$ cat config.mk
export PLATFORM = sky130hd
export DESIGN_NAME = hid_report_to_set1_scancodes
export DESIGN_NICKNAME = d
export VERILOG_FILES = /design/src/sv/hrs_pkg.sv /design/src/sv/hid_report_to_set1_scancodes.sv /design/src/sv/hrs_key_lane.sv /design/src/sv/hrs_merge.sv
export SDC_FILE = /design/constraint.sdc
export NUM_CORES = 1
export LEC_CHECK = 0
export BUFFER_PORTS_ARGS = -buffer_cell sky130_fd_sc_hd__buf_4
export CAP_MARGIN = 10
export CORE_ASPECT_RATIO = 1.4
export CORE_MARGIN = 5
export CORE_UTILIZATION = 60
export DETAILED_ROUTE_END_ITERATION = 12
export HOLD_SLACK_MARGIN = 0.08
export PLACE_DENSITY = 0.84
export SLEW_MARGIN = 5
export SYNTH_ARGS = -nofsm -noshare
export SYNTH_HDL_FRONTEND = slang
export SYNTH_SLANG_ARGS = --single-unit
$ cat constraint.sdc
create_clock -name clk -period 15.2 [get_ports clk]
set_input_delay 3.04 -clock clk [delete_from_list [all_inputs] [get_ports clk]]
set_output_delay 3.04 -clock clk [all_outputs]
set_load 0.05 [all_outputs]
$ cat src/sv/hrs_pkg.sv
`default_nettype none
package hrs_pkg;

	// report geometry
	localparam int SLOTS     = 6;
	localparam int MOD_BITS  = 8;
	localparam int NUM_LANES = MOD_BITS + 2 * SLOTS;

	// scancode constants
	localparam logic [7:0] BREAK_BIT   = 8'h80;
	localparam logic [7:0] EXT_PREFIX  = 8'hE0;
	localparam logic [7:0] ARROW_FIRST = 8'h4F;
	localparam logic [7:0] ARROW_LAST  = 8'h52;
	localparam logic [7:0] TABLE_SIZE  = 8'h40;

	localparam logic [7:0] ARROW_MAP [4] = '{8'h4D, 8'h4B, 8'h50, 8'h48};

	localparam logic [7:0] USAGE_MAP [64] = '{
		8'h00, 8'h00, 8'h00, 8'h00, 8'h1E, 8'h30, 8'h2E, 8'h20,
		8'h12, 8'h21, 8'h22, 8'h23, 8'h17, 8'h24, 8'h25, 8'h26,
		8'h32, 8'h31, 8'h18, 8'h19, 8'h10, 8'h13, 8'h1F, 8'h14,
		8'h16, 8'h2F, 8'h11, 8'h2D, 8'h15, 8'h2C, 8'h02, 8'h03,
		8'h04, 8'h05, 8'h06, 8'h07, 8'h08, 8'h09, 8'h0A, 8'h0B,
		8'h1C, 8'h01, 8'h0E, 8'h0F, 8'h39, 8'h0C, 8'h0D, 8'h1A,
		8'h1B, 8'h2B, 8'h00, 8'h27, 8'h28, 8'h29, 8'h33, 8'h34,
		8'h35, 8'h00, 8'h00, 8'h00, 8'h00, 8'h00, 8'h00, 8'h00
	};

	// make code and extended flag per modifier bit; code zero is ignored
	localparam logic [7:0] MOD_CODE [MOD_BITS] = '{
		8'h1D, 8'h2A, 8'h38, 8'h00, 8'h1D, 8'h36, 8'h38, 8'h00
	};
	localparam logic MOD_EXT [MOD_BITS] = '{1'b0, 1'b0, 1'b0, 1'b0, 1'b1, 1'b0, 1'b1, 1'b0};

	// one lane's finding: a code to send, with or without the E0 prefix
	typedef struct packed {
		logic       valid;
		logic       ext;
		logic [7:0] code;
	} lane_t;

	typedef struct packed {
		logic       ext;
		logic [7:0] code;
	} keycode_t;

	// translate a key usage into a set-1 make code; code zero is unmapped
	function automatic keycode_t map_usage(input logic [7:0] usage);
		keycode_t   r;
		logic [7:0] diff;
		diff   = usage - ARROW_FIRST;
		r.ext  = 1'b0;
		r.code = 8'h00;
		if (usage >= ARROW_FIRST && usage <= ARROW_LAST) begin
			r.ext  = 1'b1;
			r.code = ARROW_MAP[diff[1:0]];
		end else if (usage < TABLE_SIZE) begin
			r.code = USAGE_MAP[usage[5:0]];
		end
		return r;
	endfunction

endpackage
`default_nettype wire

$ cat src/sv/hid_report_to_set1_scancodes.sv
// Channel  Dir  Fields (tdata low bit up)                             Other
// s_       in   modifiers, key_a, key_b, key_c, key_d, key_e, key_f  tvalid/tready
// m_       out  scan_byte                                            tlast = last_byte
//
// A report is decoded by twenty lanes in the cycle of its transfer and the
// findings are latched; the merge stage then sends one byte per cycle while
// m_ is not stalled, up to 32 scancode bytes per report.
// The next report is taken in the cycle its predecessor's last byte is registered.
// Reset clears the kept report and all pending output; a stalled m_ holds
// its byte while the merge stage waits.
`default_nettype none
module hid_report_to_set1_scancodes (
	input  wire logic        clk,
	input  wire logic        arst_n,
	input  wire logic        s_tvalid,
	output logic             s_tready,
	input  wire logic [55:0] s_tdata,   // modifiers, key_a .. key_f
	output logic             m_tvalid,
	input  wire logic        m_tready,
	output logic [7:0]       m_tdata,   // scan_byte
	output logic             m_tlast    // last_byte
);
	import hrs_pkg::*;

	logic [MOD_BITS-1:0]    prev_mods_q;
	logic [SLOTS-1:0][7:0]  prev_keys_q;
	logic [MOD_BITS-1:0]    mods;
	logic [SLOTS-1:0][7:0]  keys;
	wire lane_t [NUM_LANES-1:0] lanes;
	logic                   busy;
	logic                   load;

	assign mods     = s_tdata[7:0];
	assign keys     = s_tdata[55:8];
	assign s_tready = !busy;
	assign load     = s_tvalid && s_tready;

	// modifier lanes: one edge per bit, break on release
	for (genvar m = 0; m < MOD_BITS; m++) begin : g_mods
		assign lanes[m] = '{
			valid: (prev_mods_q[m] ^ mods[m]) && (MOD_CODE[m] != 8'h00),
			ext:   MOD_EXT[m],
			code:  prev_mods_q[m] ? (MOD_CODE[m] | BREAK_BIT) : MOD_CODE[m]
		};
	end

	// press lanes over the new report, release lanes over the kept one
	for (genvar g = 0; g < SLOTS; g++) begin : g_keys
		hrs_key_lane u_press (
			.usage  (keys[g]),
			.others (prev_keys_q),
			.brk    (1'b0),
			.lane   (lanes[MOD_BITS + g])
		);
		hrs_key_lane u_release (
			.usage  (prev_keys_q[g]),
			.others (keys),
			.brk    (1'b1),
			.lane   (lanes[MOD_BITS + SLOTS + g])
		);
	end

	// keep the report for the next comparison
	always_ff @(posedge clk or negedge arst_n) begin
		if (!arst_n) begin
			prev_mods_q <= '0;
			prev_keys_q <= '0;
		end else if (load) begin
			prev_mods_q <= mods;
			prev_keys_q <= keys;
		end
	end

	hrs_merge u_merge (
		.clk      (clk),
		.arst_n   (arst_n),
		.load     (load),
		.lanes    (lanes),
		.busy     (busy),
		.m_tvalid (m_tvalid),
		.m_tready (m_tready),
		.m_tdata  (m_tdata),
		.m_tlast  (m_tlast)
	);

endmodule
`default_nettype wire

$ cat src/sv/hrs_key_lane.sv
`default_nettype none
module hrs_key_lane (
	input  wire logic [7:0]                     usage,
	input  wire logic [hrs_pkg::SLOTS-1:0][7:0] others,
	input  wire logic                           brk,
	output hrs_pkg::lane_t                      lane
);
	import hrs_pkg::*;

	logic     held;
	keycode_t kc;

	// a usage is held when any slot of the other report carries it
	always_comb begin
		held = 1'b0;
		for (int i = 0; i < SLOTS; i++) begin
			if (others[i] == usage) held = 1'b1;
		end
	end

	// emit only for a nonempty, changed and mapped usage
	always_comb begin
		kc         = map_usage(usage);
		lane.valid = (usage != 8'h00) && !held && (kc.code != 8'h00);
		lane.ext   = kc.ext;
		lane.code  = brk ? (kc.code | BREAK_BIT) : kc.code;
	end

endmodule
`default_nettype wire

$ cat src/sv/hrs_merge.sv
`default_nettype none
module hrs_merge (
	input  wire logic                                   clk,
	input  wire logic                                   arst_n,
	input  wire logic                                   load,
	input  wire hrs_pkg::lane_t [hrs_pkg::NUM_LANES-1:0] lanes,
	output logic                                        busy,
	output logic                                        m_tvalid,
	input  wire logic                                   m_tready,
	output logic [7:0]                                  m_tdata,  // scan_byte
	output logic                                        m_tlast   // last_byte
);
	import hrs_pkg::*;

	lane_t [NUM_LANES-1:0] lane_q;
	logic [NUM_LANES-1:0]  pend_q;
	logic                  phase_q;
	logic                  out_valid_q;
	logic [7:0]            out_byte_q;
	logic                  out_last_q;

	logic [NUM_LANES-1:0]  first;
	logic [NUM_LANES-1:0]  rest;
	lane_t                 cur;
	logic                  emit_prefix;
	logic                  lane_done;
	logic                  advance;
	logic [NUM_LANES-1:0]  valids;

	// pick the lowest pending lane
	always_comb begin
		first = pend_q & (~pend_q + 1'b1);
		rest  = pend_q & ~first;
		cur   = '0;
		for (int i = 0; i < NUM_LANES; i++) begin
			if (first[i]) cur = lane_q[i];
		end
		for (int i = 0; i < NUM_LANES; i++) begin
			valids[i] = lanes[i].valid;
		end
		emit_prefix = cur.ext && !phase_q;
		lane_done   = !emit_prefix;
		advance     = (|pend_q) && (!out_valid_q || m_tready);
	end

	// load findings, then walk them one byte per transfer
	always_ff @(posedge clk or negedge arst_n) begin
		if (!arst_n) begin
			pend_q      <= '0;
			phase_q     <= 1'b0;
			out_valid_q <= 1'b0;
		end else begin
			if (load) begin
				pend_q  <= valids;
				phase_q <= 1'b0;
			end else if (advance) begin
				if (lane_done) begin
					pend_q  <= rest;
					phase_q <= 1'b0;
				end else begin
					phase_q <= 1'b1;
				end
			end
			if (advance) out_valid_q <= 1'b1;
			else if (m_tready) out_valid_q <= 1'b0;
		end
	end

	// hold lane findings and the output byte
	always_ff @(posedge clk) begin
		if (load) lane_q <= lanes;
		if (advance) begin
			out_byte_q <= emit_prefix ? EXT_PREFIX : cur.code;
			out_last_q <= lane_done && (rest == '0);
		end
	end

	// free up for the next report as the final byte moves to the output register
	assign busy     = (|pend_q) && !(advance && lane_done && (rest == '0));
	assign m_tvalid = out_valid_q;
	assign m_tdata  = out_byte_q;
	assign m_tlast  = out_last_q;

endmodule
`default_nettype wire
==> impl_summary.md <==
Power
The worst-case IR drop observed on VDD is between 0.1 and 0.15 mV. In this run the static leakage power is 8.47 nW. The total power is 4.22 mW. The power density over the cells is 202 nW/µm².

GRT
The combined global-route utilization of all metal layers is a little over a third. For this run, global-route usage on met2 was measured as 56.7%. Global routing finished with a remaining overflow of 0. The layer flagged by global routing as most heavily used is met2. The first global-routing pass estimated 102000 µm of wire. The via count of the first global-routing pass is between 15000 and 20000. The met1 usage in global routing is a little over two fifths. Global routing consumed, on the met3 layer, 7.38% of the routing resources. The pin count of the biggest net entering global routing is 63. The initial antenna violation count is 1.

Setup path
The worst setup path is of the input pin to primary output kind. In this run the worst path has a maximum fanout of 8. The endpoint type of the worst setup path is a primary output. The nature of the critical path startpoint is an input pin.

For the worst setup path, the data required time is approximately 12 ns. At the worst endpoint, the arrival time is 4.31 ns.

Logic synthesis
The post-synthesis cell count is 2422. For this run, the register share of the synthesized area comes to between 20% and 30%. The synthesized netlist occupies a cell area of between 15000 and 20000 µm². In the synthesized netlist the dominant register cell turns out to be edfxtp_1. The post-synthesis area per instance is 8.26 µm². In this run, synthesis produced a sequential element count of 179.

The net count of the mapped netlist is 2614. In this run, synthesis inferred 101 flip-flops with an integrated enable. The synthesized netlist contains 88 unique library cells.

After synthesis, the share of flip-flops with an asynchronous set or reset is 43.6%. For this run, the number of Yosys warnings is 0.

Placed design
Before CTS, the worst setup slack after placement is 7.88 ns. The detailed-placement wirelength estimate is between 40000 and 50000 µm. At the end of routability-driven placement, the weighted congestion stood at 1.02. In this run, placement finished with an instance count of 2728.

Port buffering added 70 buffers.

STA
Setup total negative slack on the finished layout was measured at 0 ns. Setup repair after global routing left no endpoint under its margin. Subtracting the final worst setup slack from the clock period gives between 7 and 8 ns. The final number of max-transition violations came to 0. The clock arrives with 0.0112 ns of skew. Static timing analysis puts the maximum clock frequency at roughly 140 MHz. The total setup violations reported at the end of the flow is 0.

The transition time of the tightest slew-check pin is between 1 and 1.5 ns. After layout, the worst path uses about half of the clock period. In this run the tightest slew margin relative to its limit is 15.2%. The post-route worst setup slack is 7.85 ns. Across all hold checks on the routed design, the worst slack comes to 0.446 ns. The hold violation count in the final report is 0.

Layout
In the layout the commonest cells are xor2_1, nand2_1, o21ai_0, nor2_1, ha_1. The most common library cell in the layout ignoring fill and taps is xor2_1. In the final layout, the share of cells above drive strength 1 is 8.64%.

Leaving out filler cells and counting taps, the final layout contains between 2000 and 3000. For this run, the post-layout net count is 2494. Compared with the post-synthesis result, the final layout area differs by 4.51%. The antenna cell count is 0.

Clock network
TritonCTS created 17 clock buffers. The post-CTS setup buffer count is 0. The H-tree generated during clock tree synthesis spans 4 levels. For this design, the CTS-stage hold fixing added 0 buffers. The later pin in the worst-skew pair is clocked with a latency of 0.46 ns. TritonCTS built the clock tree.

The tree is rooted in a clkbuf_16. Counting along the longest clock path gives a buffer depth of 2. Clock-pin slew was measured on the worst setup and hold paths at 0.06 ns. In this run, post-CTS repair resized a total of 0 instances. The number of clock sinks seen by CTS is 179.

Floorplanning
In this run the core area contains 79 standard-cell rows. The count of boundary I/O pins is just over 70. The core region is 33100 µm². The die is 164 µm wide. The die is 226 µm tall. The effective utilization at floorplan is 60.4%.

The die area is around 37000 µm².

Routing
The routed via count is 19300. The routed design has 65900 µm of wire. After detailed routing, the number of remaining DRC violations is 0. Using the TritonRoute via totals, the vias-per-cell ratio works out to approximately 7.

The count of routing violations after the opening detailed-route iteration is 2516. The per-cell routed wire length is ~24 µm. The first TritonRoute pass finished after 6 iterations.

The count of nets left with antenna violations once routing finished came out at 0.

Run
The tool flagged a number of max-cap violations equal to 0.

Min path
The path class of the tightest hold or removal check is flip-flop to flip-flop.

Status
The flow ran to the end, and the final reports show no timing, DRC or antenna violations.
-- critical path: stages --
cell and delay (ns):
buf_4 0.11, nand2b_1 0.16, a31oi_1 0.68, inv_1 0.10, buf_4 0.22
-- report_power, final --
group          switching (mW)  total [mW]  internal, mW
Clock                   0.200       0.445         0.244
Combinational            1.54        2.55          1.01
Sequential              0.483        1.22         0.736
-- metrics by stage --
| stage | instance area (µm²) | utilization, % |
|---|---|---|
| after floorplan | 20000 | - |
| after global placement | 20300 | 61.3 |
| after detailed placement | 20300 | 61.3 |
| after CTS | 20900 | 63.1 |
| after global routing | 20900 | 63.1 |
| final | 20900 | 63.1 |
-- Yosys cell counts (12+ instances only) --
cell type	n	area (µm²)
or3_1	16	100
nor3b_1	12	90.1
nand2b_1	34	213
and2_1	15	93.8
nor4_1	60	375
nand4_1	51	319
o221ai_1	15	131
mux4_2	13	293
or2_2	18	113
a21oi_1	99	495
a311oi_1	17	149
mux2i_1	58	581
nor2_1	151	567
a21o_1	29	218
o22ai_1	29	181
and3_1	16	100
a2111oi_0	12	105
xor2_1	185	1620
nand3_1	45	225
a221oi_1	19	166
ha_1	132	1650
a211o_1	15	131
o31ai_1	27	203
dfrtp_1	78	1950
buf_1	58	218
o211ai_1	19	143
o21ai_0	162	811
a211oi_1	40	300
nor3_1	43	215
nand3b_1	16	120
nor2b_1	52	325
inv_1	98	368
a31oi_1	29	181
nand2_1	173	649
clkbuf_1	153	574
xnor2_1	121	1060
mux2_2	34	383
edfxtp_1	101	3030
-- final timing paths --
kind,cells past startpoint,from,slack [ns],end
min in group asynchronous,1,arst_n,2.50,prev_keys_q[16]
min reg2reg,0,prev_mods_q[3],0.45,u_merge.lane_q[37]
max reg2reg,9,u_merge.pend_q[8],10.32,u_merge.lane_q[173]
min,0,prev_mods_q[3],0.45,u_merge.lane_q[37]
max,5,m_tready,7.85,s_tready
max in group asynchronous,2,arst_n,11.57,u_merge.pend_q[1]
-- layout make-up --
| cell class | instances | area, µm² |
|---|---|---|
| Multi-Input combinational cell | 1911 | 13700 |
| Fill cell | 2816 | 12200 |
| Sequential cell | 179 | 4980 |
| Timing Repair Buffer | 86 | 646 |
| Tap cell | 445 | 557 |
| Clock buffer | 21 | 482 |
| Inverter | 107 | 403 |
| Clock inverter | 11 | 100 |
-- registers in the layout (all words and copies together), names as in the netlist --
| register | flops |
|---|---|
| u_merge.m_tdata | 8 |
| u_merge.lane_q | 92 |
| u_merge.m_tlast | 1 |
| u_merge.phase_q | 1 |
| prev_keys_q | 48 |
| u_merge.m_tvalid | 1 |
| u_merge.pend_q | 20 |
| prev_mods_q | 8 |
-- cell families (layout without fill, tap and decap cells) --
kind of cell	Yosys count	count (layout)	synth area share [%]
buffers and inverters	332	225	6.49
flip-flops	179	179	24.9
multiplexers	109	109	6.51
AO/OA/AOI/OAI	628	628	21.3
XOR/XNOR	306	306	13.4
AND/OR/NAND/NOR	735	735	19.0
adder cells (fa/ha/maj)	133	133	8.31
-- layer usage --
| layer | part of all wire [%] | vias to the layer above |
|---|---|---|
| li1 | - | 8572 |
| met4 | 6.8 | 2 |
| met2 | 46 | 1296 |
| met3 | 11 | 352 |
| met1 | 36 | 9053 |
| met5 | 0.017 | - |
No activity file was read; power rests on OpenSTA's default activity.
